==> src/window_majority_deviation_average_unit_defines.svh <==
`ifndef WINDOW_MAJORITY_DEVIATION_AVERAGE_UNIT_DEFINES_SVH
`define WINDOW_MAJORITY_DEVIATION_AVERAGE_UNIT_DEFINES_SVH

// Immediate-cycle check, clocked on i_clk, off during reset.
`define WMDA_ASSERT(lbl, prop, msg) \
    lbl: assert property (@(posedge i_clk) disable iff (!i_rst_n) (prop)) else $error(msg);

// Next-cycle check, clocked on i_clk, off during reset.
`define WMDA_ASSERT_NEXT(lbl, pre, post, msg) \
    lbl: assert property (@(posedge i_clk) disable iff (!i_rst_n) (pre) |=> (post)) \
        else $error(msg);

`endif

==> src/wmda_pkg.sv <==
package wmda_pkg;

    localparam int DATA_W         = 32;
    localparam int HIST_W         = 7;
    localparam int ALLOW_W        = 31;
    localparam int CFG_INDEX_W    = 2;
    localparam int CFG_DATA_W     = 31;
    localparam int WINDOW_DEPTH_D = 64;

    localparam logic [HIST_W-1:0]      HISTORY_RESET = 7'd64;
    localparam logic [ALLOW_W-1:0]     ALLOWED_RESET = '0;
    localparam logic [CFG_INDEX_W-1:0] CFG_HISTORY_LENGTH = 2'd0;
    localparam logic [CFG_INDEX_W-1:0] CFG_DEV_LIMIT      = 2'd1;

    typedef enum logic [2:0] {
        S_IDLE,
        S_LEAVE,
        S_ENTER,
        S_CHECK,
        S_DIV,
        S_NEG,
        S_FINISH
    } t_state;

    function automatic logic is_miss(input logic [DATA_W-1:0] v,
                                     input logic [ALLOW_W-1:0] lim);
        logic [DATA_W-1:0] mag;
        mag = v[DATA_W-1] ? (~v + 1'b1) : v;
        return mag > {1'b0, lim};
    endfunction

endpackage

==> src/wmda_ring.sv <==
module wmda_ring
    import wmda_pkg::*;
#(
    parameter int DEPTH = WINDOW_DEPTH_D,
    parameter int AW    = (DEPTH > 1) ? $clog2(DEPTH) : 1
) (
    input  logic              i_clk,
    input  logic              i_we,
    input  logic [AW-1:0]     i_waddr,
    input  logic [DATA_W-1:0] i_wdata,
    input  logic [AW-1:0]     i_raddr,
    output logic [DATA_W-1:0] o_rdata
);

    logic [DATA_W-1:0] r_mem [0:DEPTH-1];
    logic [DATA_W-1:0] r_rdata;

    always_ff @(posedge i_clk) begin
        if (i_we) begin
            r_mem[i_waddr] <= i_wdata;
        end
    end

    always_ff @(posedge i_clk) begin
        r_rdata <= r_mem[i_raddr];
    end

    assign o_rdata = r_rdata;

endmodule

==> src/window_majority_deviation_average_unit.sv <==
// Sliding-window deviation averager.
// Input channel: i_valid / o_ready carry one signed deviation per transaction.
// Output channel: o_valid / i_ready carry sync_needed and correction, exactly
// one result transaction per input transaction, in order.
// Configuration: i_cfg_we writes history_length (index 0) or the deviation
// limit (index 1) from i_cfg_data; any valid write restarts the
// window with an empty history. Write only while the block is idle.
// One transaction is in flight at a time; o_ready rises together with o_valid,
// so the next input can be accepted while the result waits. Without sync the
// item passes LEAVE, ENTER, CHECK and FINISH; with sync the radix-2 restoring
// divider runs between CHECK and FINISH, one quotient bit per cycle through
// the shared adder, and a NEG step follows when the average is negative.
// The window ring sits in a memory with registered read; entries not yet
// written since the last restart read as zero, tracked by a wrap flag.
// Reset: i_rst_n low clears the window, count, sum and output register and
// loads history_length 64 and a deviation limit of 0; no clearing pass.
// Stall: a finished result waits in the output register; the next input is
// accepted meanwhile, and completes once the register has been taken.
`include "window_majority_deviation_average_unit_defines.svh"

module window_majority_deviation_average_unit
    import wmda_pkg::*;
#(
    parameter int WINDOW_DEPTH = WINDOW_DEPTH_D
) (
    input  logic                          i_clk,
    input  logic                          i_rst_n,
    input  logic                          i_cfg_we,
    input  logic [CFG_INDEX_W-1:0]        i_cfg_index,
    input  logic [CFG_DATA_W-1:0]         i_cfg_data,
    input  logic                          i_valid,
    output logic                          o_ready,
    input  logic signed [DATA_W-1:0]      i_deviation,
    output logic                          o_valid,
    input  logic                          i_ready,
    output logic                          o_sync_needed,
    output logic signed [DATA_W-1:0]      o_correction
);

    localparam int LW    = $clog2(WINDOW_DEPTH + 1);
    localparam int PW    = (WINDOW_DEPTH > 1) ? $clog2(WINDOW_DEPTH) : 1;
    localparam int CW    = (LW > HIST_W) ? LW : HIST_W;
    localparam int SUM_W = DATA_W + LW;
    localparam int AW    = SUM_W + 1;
    localparam int IW    = $clog2(SUM_W + 1);

    t_state              r_state, n_state;
    logic [HIST_W-1:0]   r_hist, n_hist;
    logic [ALLOW_W-1:0]  r_allow, n_allow;
    logic [PW-1:0]       r_pos, n_pos;
    logic [PW-1:0]       r_slot, n_slot;
    logic                r_wrapped, n_wrapped;
    logic [LW-1:0]       r_miss_count, n_miss_count;
    logic [SUM_W-1:0]    r_miss_sum, n_miss_sum;
    logic [DATA_W-1:0]   r_fresh, n_fresh;
    logic [SUM_W-1:0]    r_quo, n_quo;
    logic [LW-1:0]       r_rem, n_rem;
    logic [IW-1:0]       r_iter, n_iter;
    logic                r_neg, n_neg;
    logic                r_res_sync, n_res_sync;
    logic [DATA_W-1:0]   r_res_corr, n_res_corr;
    logic                r_out_valid, n_out_valid;
    logic                r_out_sync, n_out_sync;
    logic [DATA_W-1:0]   r_out_corr, n_out_corr;

    logic [CW-1:0]       hist_ext;
    logic [LW-1:0]       win_len;
    logic [PW-1:0]       eff_pos;
    logic [LW-1:0]       pos_inc;
    logic [DATA_W-1:0]   ring_rdata;
    logic [DATA_W-1:0]   leaving;
    logic                ring_we;
    logic [LW:0]         div_shift;
    logic [AW-1:0]       add_a, add_b, add_y;
    logic                add_sub;
    logic                accept;

    always_comb begin
        hist_ext = CW'(r_hist);
        if (hist_ext == '0) begin
            win_len = LW'(1);
        end else if (hist_ext > CW'(WINDOW_DEPTH)) begin
            win_len = LW'(WINDOW_DEPTH);
        end else begin
            win_len = hist_ext[LW-1:0];
        end
    end

    assign eff_pos = (LW'(r_pos) >= win_len) ? '0 : r_pos;
    assign pos_inc = LW'(eff_pos) + LW'(1);
    assign leaving = r_wrapped ? ring_rdata : '0;
    assign div_shift = {r_rem, r_quo[SUM_W-1]};
    assign accept = i_valid && o_ready;
    assign o_ready = (r_state == S_IDLE);
    assign ring_we = (r_state == S_LEAVE);

    // shared adder / subtractor
    assign add_y = add_a + (add_sub ? ~add_b : add_b) + AW'(add_sub);

    wmda_ring #(
        .DEPTH (WINDOW_DEPTH),
        .AW    (PW)
    ) u_ring (
        .i_clk   (i_clk),
        .i_we    (ring_we),
        .i_waddr (r_slot),
        .i_wdata (r_fresh),
        .i_raddr (eff_pos),
        .o_rdata (ring_rdata)
    );

    always_comb begin
        n_state      = r_state;
        n_hist       = r_hist;
        n_allow      = r_allow;
        n_pos        = r_pos;
        n_slot       = r_slot;
        n_wrapped    = r_wrapped;
        n_miss_count = r_miss_count;
        n_miss_sum   = r_miss_sum;
        n_fresh      = r_fresh;
        n_quo        = r_quo;
        n_rem        = r_rem;
        n_iter       = r_iter;
        n_neg        = r_neg;
        n_res_sync   = r_res_sync;
        n_res_corr   = r_res_corr;
        n_out_valid  = r_out_valid;
        n_out_sync   = r_out_sync;
        n_out_corr   = r_out_corr;
        add_a        = '0;
        add_b        = '0;
        add_sub      = 1'b0;

        if (r_out_valid && i_ready) begin
            n_out_valid = 1'b0;
        end

        case (r_state)
            S_IDLE: begin
                if (accept) begin
                    n_fresh = i_deviation;
                    n_slot  = eff_pos;
                    n_state = S_LEAVE;
                end
            end
            S_LEAVE: begin
                // drop the departing entry
                add_a   = AW'(r_miss_sum);
                add_b   = {{(AW-DATA_W){leaving[DATA_W-1]}}, leaving};
                add_sub = 1'b1;
                if (is_miss(leaving, r_allow) && (r_miss_count != '0)) begin
                    n_miss_sum   = add_y[SUM_W-1:0];
                    n_miss_count = r_miss_count - LW'(1);
                end
                n_state = S_ENTER;
            end
            S_ENTER: begin
                add_a = AW'(r_miss_sum);
                add_b = {{(AW-DATA_W){r_fresh[DATA_W-1]}}, r_fresh};
                if (is_miss(r_fresh, r_allow)) begin
                    n_miss_sum   = add_y[SUM_W-1:0];
                    n_miss_count = r_miss_count + LW'(1);
                end
                if (pos_inc >= win_len) begin
                    n_pos     = '0;
                    n_wrapped = 1'b1;
                end else begin
                    n_pos = pos_inc[PW-1:0];
                end
                n_state = S_CHECK;
            end
            S_CHECK: begin
                n_neg = r_miss_sum[SUM_W-1];
                if (r_miss_sum[SUM_W-1]) begin
                    add_b   = {r_miss_sum[SUM_W-1], r_miss_sum};
                    add_sub = 1'b1;
                end else begin
                    add_a = {1'b0, r_miss_sum};
                end
                n_quo  = add_y[SUM_W-1:0];
                n_rem  = '0;
                n_iter = IW'(SUM_W - 1);
                if ((r_miss_count > (win_len >> 1)) && (r_miss_count != '0)) begin
                    n_res_sync = 1'b1;
                    n_state    = S_DIV;
                end else begin
                    n_res_sync = 1'b0;
                    n_res_corr = '0;
                    n_state    = S_FINISH;
                end
            end
            S_DIV: begin
                add_a   = AW'(div_shift);
                add_b   = AW'(r_miss_count);
                add_sub = 1'b1;
                if (!add_y[AW-1]) begin
                    n_rem = add_y[LW-1:0];
                    n_quo = {r_quo[SUM_W-2:0], 1'b1};
                end else begin
                    n_rem = div_shift[LW-1:0];
                    n_quo = {r_quo[SUM_W-2:0], 1'b0};
                end
                n_iter = r_iter - IW'(1);
                if (r_iter == '0) begin
                    n_res_corr = n_quo[DATA_W-1:0];
                    n_state    = r_neg ? S_NEG : S_FINISH;
                end
            end
            S_NEG: begin
                add_b      = AW'(r_quo);
                add_sub    = 1'b1;
                n_res_corr = add_y[DATA_W-1:0];
                n_state    = S_FINISH;
            end
            S_FINISH: begin
                if (!r_out_valid || i_ready) begin
                    n_out_valid = 1'b1;
                    n_out_sync  = r_res_sync;
                    n_out_corr  = r_res_corr;
                    n_state     = S_IDLE;
                end
            end
            default: begin
                n_state = S_IDLE;
            end
        endcase

        if (i_cfg_we &&
            ((i_cfg_index == CFG_HISTORY_LENGTH) || (i_cfg_index == CFG_DEV_LIMIT))) begin
            if (i_cfg_index == CFG_HISTORY_LENGTH) begin
                n_hist = i_cfg_data[HIST_W-1:0];
            end else begin
                n_allow = i_cfg_data[ALLOW_W-1:0];
            end
            n_pos        = '0;
            n_wrapped    = 1'b0;
            n_miss_count = '0;
            n_miss_sum   = '0;
        end
    end

    always_ff @(posedge i_clk) begin
        if (!i_rst_n) begin
            r_state      <= S_IDLE;
            r_hist       <= HISTORY_RESET;
            r_allow      <= ALLOWED_RESET;
            r_pos        <= '0;
            r_wrapped    <= 1'b0;
            r_miss_count <= '0;
            r_miss_sum   <= '0;
            r_out_valid  <= 1'b0;
        end else begin
            r_state      <= n_state;
            r_hist       <= n_hist;
            r_allow      <= n_allow;
            r_pos        <= n_pos;
            r_wrapped    <= n_wrapped;
            r_miss_count <= n_miss_count;
            r_miss_sum   <= n_miss_sum;
            r_out_valid  <= n_out_valid;
        end
    end

    always_ff @(posedge i_clk) begin
        r_slot     <= n_slot;
        r_fresh    <= n_fresh;
        r_quo      <= n_quo;
        r_rem      <= n_rem;
        r_iter     <= n_iter;
        r_neg      <= n_neg;
        r_res_sync <= n_res_sync;
        r_res_corr <= n_res_corr;
        r_out_sync <= n_out_sync;
        r_out_corr <= n_out_corr;
    end

    assign o_valid       = r_out_valid;
    assign o_sync_needed = r_out_sync;
    assign o_correction  = r_out_corr;

    `WMDA_ASSERT(a_pos_in_window, LW'(r_pos) < win_len, "write position outside window")
    `WMDA_ASSERT(a_zero_when_in_sync, (o_valid && !o_sync_needed) |-> (o_correction == '0),
        "nonzero correction without sync")
    `WMDA_ASSERT_NEXT(a_accept_starts, accept, r_state == S_LEAVE, "accepted item not started")
    `WMDA_ASSERT_NEXT(a_finish_delivers, (r_state == S_FINISH) && (!r_out_valid || i_ready),
        o_valid && (r_state == S_IDLE), "finished result not delivered")

endmodule
==> config.mk <==
export PLATFORM = sky130hd
export DESIGN_NAME = window_majority_deviation_average_unit
export DESIGN_NICKNAME = d
export VERILOG_FILES = /design/src/wmda_pkg.sv /design/src/wmda_ring.sv /design/src/window_majority_deviation_average_unit.sv
export VERILOG_INCLUDE_DIRS = /design/src /design/src/src
export SDC_FILE = /design/constraint.sdc
export NUM_CORES = 2
export LEC_CHECK = 0
export BUFFER_PORTS_ARGS = -buffer_cell sky130_fd_sc_hd__buf_2
export CAP_MARGIN = 25
export CORE_MARGIN = 2
export CORE_UTILIZATION = 45
export DETAILED_ROUTE_END_ITERATION = 16
export PLACE_DENSITY = 0.69
export REMOVE_ABC_BUFFERS = 1
export SYNTH_ARGS = -nofsm -noshare
export SYNTH_HDL_FRONTEND = slang
export SYNTH_SLANG_ARGS = --single-unit
==> constraint.sdc <==
create_clock -name i_clk -period 10.5 [get_ports i_clk]
set_clock_uncertainty 0.15 [all_clocks]
set_input_delay 0.525 -clock i_clk [delete_from_list [all_inputs] [get_ports i_clk]]
set_output_delay 0.525 -clock i_clk [all_outputs]
set_load 0.02 [all_outputs]
[Word-level counts from Yosys, hierarchy flattened]
Memories as Yosys holds them, arrays and structs flattened. A register that Yosys moved wholly into a read port is not among the register bits.
Cells that the tools add are included.
Cells by class
  bitwise logic cells: 5
  reductions and logical operators: 27
  multiplexer cells: 40
  add/subtract/negate cells: 8
  equality and inequality tests: 13
  order comparisons: 6
Operators with widths (count)
  $pmux W40 S5: 1
  $mux W32: 5
  $pmux W39 S2: 2
  $pmux W39 S3: 1
  $pmux W32 S3: 1
  $mux W40: 2
  $mux W39: 2
  $add A32 B1 Y32 const B: 2
  $gt A32 B31 Y1: 2
  $not A32 Y32: 2
  $add A40 B1 Y40: 1
  $add A40 B40 Y40: 1
  $not A40 Y40: 1
  $mux W38: 1
  $mux W7: 5
  $pmux W7 S2: 2
  $pmux W3 S7: 1
  $mux W6: 2
  $pmux W6 S2: 1
  $reduce_and A2 Y1: 5
  $eq A3 B3 Y1 const B: 3
  $mux W3: 3
  $reduce_and A3 Y1: 3
  $mux W1: 8
  28 further kinds: 42
Storage, ports and cells
  bits in writable memories: 2048
  memories: 1
  register bits after elaboration: 252
  input bits: 70
Memories
  u_ring.r_mem: depth 64, bits a word 32, read ports 1, clocked after memory_dff 1, wr ports 1, line wmda_ring.sv:15  | logic [DATA_W-1:0] r_mem [0:DEPTH-1];

[Depth between registers and ports, before layout]
  word-level depth: 9
  mapped depth: 27
  mapped depth without buffers: 21

[Modules after synthesis]
From an unflattened synthesis, not the netlist that was laid out.
Second synthesis, totals
  cells, all modules: 5140
  area total of the unflattened synthesis: 94862.2 sq um
Modules (own cells, without submodules)
  wmda_ring: seq. area each 62139.6 sq um, area each 78515.3 sq um, cells each 3324, times used 1
  window_majority_deviation_average_unit: seq. area each 6616.3 sq um, area each 16346.9 sq um, cells each 1816, times used 1

[Least setup slack after synthesis]
OpenSTA, ideal clock, no wires.
  path kind: register to register
  start: register r_pos[0]
  end: register r_wrapped
  arrival: 5.427 ns
  slack: 4.808 ns
  setup time: 0.115 ns
  stages on the path, launching flop included: 28
  cells stage by stage: dfxtp_1 > clkbuf_1 > inv_1 > clkbuf_1 > clkbuf_1 > buf_1 > ha_1 > nand2b_1 > a21o_1 > a21oi_1 > o21a_1 > buf_2 > o21ai_1 > inv_1 > clkbuf_1 > clkbuf_1 > clkbuf_1 > ha_1 > ha_1 > a21o_1 > a21o_1 > a21oi_1 > nor2b_1 > o21ai_0 > nand2b_1 > a21oi_1 > nor2_1 > o21a_1
On the way
  word-level cells in the longest chain between the ends: 5
Ends and longest elaborated chain
  from (decl): line window_majority_deviation_average_unit.sv:50  | logic [PW-1:0] r_pos, n_pos;
  from (signal assigned): line window_majority_deviation_average_unit.sv:257  | r_pos <= n_pos;
  $ge A6 B7 Y1: line window_majority_deviation_average_unit.sv:89  | assign eff_pos = (LW'(r_pos) >= win_len) ? '0 : r_pos;
  $mux W6 *: line window_majority_deviation_average_unit.sv:89
  net eff_pos[0]: line window_majority_deviation_average_unit.sv:68  | logic [PW-1:0] eff_pos;
  $add A6 B1 Y7 *: line window_majority_deviation_average_unit.sv:90  | assign pos_inc = LW'(eff_pos) + LW'(1);
  $ge A7 B7 Y1 *: line window_majority_deviation_average_unit.sv:165  | if (pos_inc >= win_len) begin
  $reduce_and A2 Y1 (no line) *
  to (signal assigned): line window_majority_deviation_average_unit.sv:258  | r_wrapped <= n_wrapped;
  to (decl): line window_majority_deviation_average_unit.sv:52  | logic r_wrapped, n_wrapped;
Mark *: on every way through the listed nets, which the timed path passes. The rest lies on a longest branch.
A chain may end at the register's enable or synchronous reset.

[Worst setup path in the final report]
  start: register r_hist[6] (netlist: hist_ext[6])
  end: register u_ring.r_rdata[27] (netlist: u_ring.o_rdata[27]) (read register of u_ring.r_mem)
On the way
  word-level cells in the longest chain between the ends: 5
  elaborated cells on any way between the ends: 6
Ends and longest elaborated chain
  from (decl): line window_majority_deviation_average_unit.sv:48  | logic [HIST_W-1:0] r_hist, n_hist;
  from (signal assigned): line window_majority_deviation_average_unit.sv:255  | r_hist <= n_hist;
  $gt A7 B7 Y1: line window_majority_deviation_average_unit.sv:82  | end else if (hist_ext > CW'(WINDOW_DEPTH)) begin
  $mux W7: line window_majority_deviation_average_unit.sv:82
  $mux W7 *: line window_majority_deviation_average_unit.sv:80  | if (hist_ext == '0) begin
  $ge A6 B7 Y1 *: line window_majority_deviation_average_unit.sv:89
  $mux W6 *: line window_majority_deviation_average_unit.sv:89
  to (decl): line wmda_ring.sv:16  | logic [DATA_W-1:0] r_rdata;
Mark *: on every way between the ends. The rest lies on a longest branch, timed or not.

==> summary.txt <==
Setup path
  – Critical path's slowest cell: dfxtp_1
  – Setup crit start kind: register
  – Crit-path max FO: 68
  – Worst path max stage delay: 850 ps
  – Worst Path Arrival: 7340 ps
  – R2r setup slk: 3840 ps
  – Critical-path cell list: inv_1 -> nand2_1 -> ha_1 -> a21o_1 -> a21oi_1 -> o21a_1 -> o21ai_4 -> inv_8 -> buf_4 -> buf_4 -> nand2_1 -> a31oi_1 -> o22ai_1 -> o22ai_1 -> or2_2
  – Critical Path RT: 11,170 ps
  – CP Class: register to register
  – Setup crit end kind: register

CTS
  – Max H-tree Level: 4
  – Post-CTS Hold Buffers: 70
  – Worst-path clk slew: 70 ps
  – Worst-Skew Late Latency: 890 ps
  – Root Buffer Master: clkbuf_16
  – CTS Buf Count: 225
  – Postcts setup bufs: 0
  – Clk sinks: 2,332
  – Clock Path Buffers: 3
  – Cts repair resizes: 0
  – CTS tree: yes

Die
  – Initial Util: 45.3%
  – DIE AREA: 0.217 mm²
  – Core Footprint: 0.212 mm²
  – Top Ports: 105
  – Width of the die: 466 µm
  – Die height: 466 µm
  – Rows: 169

Timing
  – Fmax: 150 MHz
  – Final setup vio count: 0
  – Slew margin rel.: 21.3%
  – Worst Max-Slew Pin Slew: 1170 ps
  – Final WS setup: 3840 ps
  – Fin crit period: 6660 ps
  – RSZ-0062 raised after global routing: false
  – Final hold violation count: 0
  – Worst hold margin: 136 ps
  – Tcrit/Tclk final: 63.5%
  – Slew Limit Fails: 0

Yosys
  – Mapped Cells: 6,832
  – Mux share of post-synthesis cell area: 3.77%
  – Post-synth EDFFs: 2,205
  – Post-synthesis sequential area ratio: 71.5%
  – Main combinational cell family by area after synthesis: compound AO/OA/AOI/OAI gates
  – Syn avg cell area: 14.1 µm²
  – #FFs+latches synth: 2,332
  – Count of cell types in the netlist: 78
  – Post-synthesis instance area: 0.0961 mm²
  – Xor and xnor fraction of the mapped netlist area: 0.966%
  – Ranking of synthesized cells by area: edfxtp_1, nand2_1, mux2i_1
  – Synth area leader: edfxtp_1
  – Asr flop ratio synth: 0%
  – Synth Area in Adders: 1.72%
  – Simple-Gate Fraction of Synth Area: 7.93%
  – Compound-Gate Fraction of Synth Area: 12.0%
  – Synth warnings: 0
  – Primary FF master, synth: edfxtp_1
  – Yosys top cell area share: 68.9%

Route
  – DRC violations left: 0
  – First DRT Iteration DRCs: 10,200
  – Avg WL per Cell: 30.6 µm
  – Detail Route Antenna Nets: 0
  – Drt via density: 6.41
  – DR pass1 iterations: 6
  – Drt total wl: 307,000 µm
  – DR vias: 64,200

Worst hold path
  – Hold Crit Class: input pin to register

Cells and area
  – Final net count: 7,202
  – Filler cell count: 17,300
  – Fin area: 0.109 mm²
  – Share of cells above drive strength 1: 11.9%
  – Core Util, Final: 51.5%
  – Layout overhead on the synthesized area: 13.8%
  – Cell Count, Final, Fillers Out: 10,000
  – Reg area: 0.0688 mm²
  – Multi-input combinational cell area: 0.0260 mm²

GRT
  – First-pass GRT wire length: 433,000 µm
  – Total Routing Usage GR: 27.5%
  – Met3 usage: 8.71%
  – GRT busiest layer: met2
  – Met1 Use GR: 37.3%
  – Vias in the first global route: 60,700
  – Largest net degree at the start of global routing: 125
  – Initial antenna violation count: 12
  – GR Overflow Total: 0
  – Grt met2 use: 41.1%

Place
  – IO buf count: 104
  – Gp weighted congestion: 0.938
  – Dpl cells: 9,524
  – Post-Place Cell Area: 0.101 mm²
  – Pre-CTS WS: 4030 ps
  – Dpl hpwl: 174,000 µm

Run
  – # Max-Cap Violations: 0

Run status
  – Status: completed

Power and ir drop
  – LEAKAGE: 35.6 nW
  – Pwr per Cell Area: 183 mW/mm²
  – Worst vdd ir: 187 µV
[through the flow]
stage          power [mW]  setup TNS [ps]
2_1_floorplan        11.4        -2031570
3_3_place_gp         11.7               0
3_5_place_dp         11.7               0
4_1_cts              20.0               0
5_1_grt              20.4               0
6_report             20.0               0
[state kept, by name (all words and copies together) (netlist names)]
| signal | flops |
|---|---|
| r_res_sync | 1 |
| hist_ext | 7 |
| r_neg | 1 |
| r_res_corr | 32 |
| u_ring.r_mem | 2048 |
| r_quo | 39 |
| r_iter | 6 |
| r_pos | 6 |
| u_ring.o_rdata | 32 |
| r_rem | 7 |
| r_fresh | 32 |
| r_state | 3 |
| r_wrapped | 1 |
| o_correction | 32 |
| r_slot | 6 |
| r_miss_count | 7 |
| r_allow | 31 |
| r_miss_sum | 39 |
| o_valid | 1 |
| o_sync_needed | 1 |
[where the power goes]
part	internal (mW)	leakage, nW	total [mW]	switching [mW]
combinational	0.344	11.0	1.22	0.873
sequential	10.3	20.9	10.4	0.0792
clock	4.83	3.73	8.39	3.56
[worst max-delay path, delay by kind of cell (launching register included)]
kind | cells | cell delay, ps
compound gates | 7 | 2380
fa+ha+maj | 1 | 270
buf+inv | 4 | 2230
flops | 1 | 850
simple gates | 3 | 610
[cell usage after synthesis (82+ instances only)]
library cell / count
dfxtp_1: 127
mux2i_1: 335
a31oi_1: 181
o21ai_0: 164
nand2_1: 977
o22ai_1: 159
nand2b_1: 102
xnor2_1: 82
nor2_1: 293
ha_1: 129
nand3_1: 104
a21oi_1: 295
edfxtp_1: 2205
o221ai_1: 338
clkbuf_1: 372
[area by class of cell]
class / instances / area share [%]
inverter: 61 / 0.226
clock buffer: 292 / 5.60
tap: 2821 / 3.23
clock inverter: 131 / 1.42
sequential: 2332 / 62.9
antenna: 7 / 0.0160
multi-input combinational: 3978 / 23.8
timing repair buffer: 403 / 2.88
[worst paths after layout]
path                                          startpoint                         end  cells past startpoint
worst max register to register  hist_ext[6]$_SDFFE_PN1P_  u_ring.o_rdata[27]$_DFF_P_                     15
worst max-delay path            hist_ext[6]$_SDFFE_PN1P_  u_ring.o_rdata[27]$_DFF_P_                     15
worst min-delay path                             i_rst_n    r_allow[30]$_SDFFE_PN0P_                      2
worst min register to register  r_res_corr[16]$_DFFE_PP_  o_correction[16]$_DFFE_PP_                      0
[layout by cell type, fill, tap and decap left out, drive strengths merged, types with 129 or more instances in the layout]
master	netlist	routed
nand2	977	977
a31oi	181	181
buf	89	333
o22ai	159	159
o21ai	171	171
o221ai	338	338
a21oi	295	295
ha	129	129
mux2i	335	335
edfxtp	2205	2205
nor2	293	293
clkbuf	372	292
[kinds of logic after synthesis]
family | count (synthesis)
flip-flops | 2332
XOR/XNOR | 106
adder cells (fa/ha/maj) | 131
AND/OR/NAND/NOR | 1740
AO/OA/AOI/OAI | 1642
buffers and inverters | 522
multiplexers | 359
[per-layer routing]
metal	wire length, µm	vias up
met4	13000	8
li1	-	26900
met2	134000	4595
met5	62	-
met1	114000	32100
met3	45300	620
No activity file was read; power rests on OpenSTA's default activity.
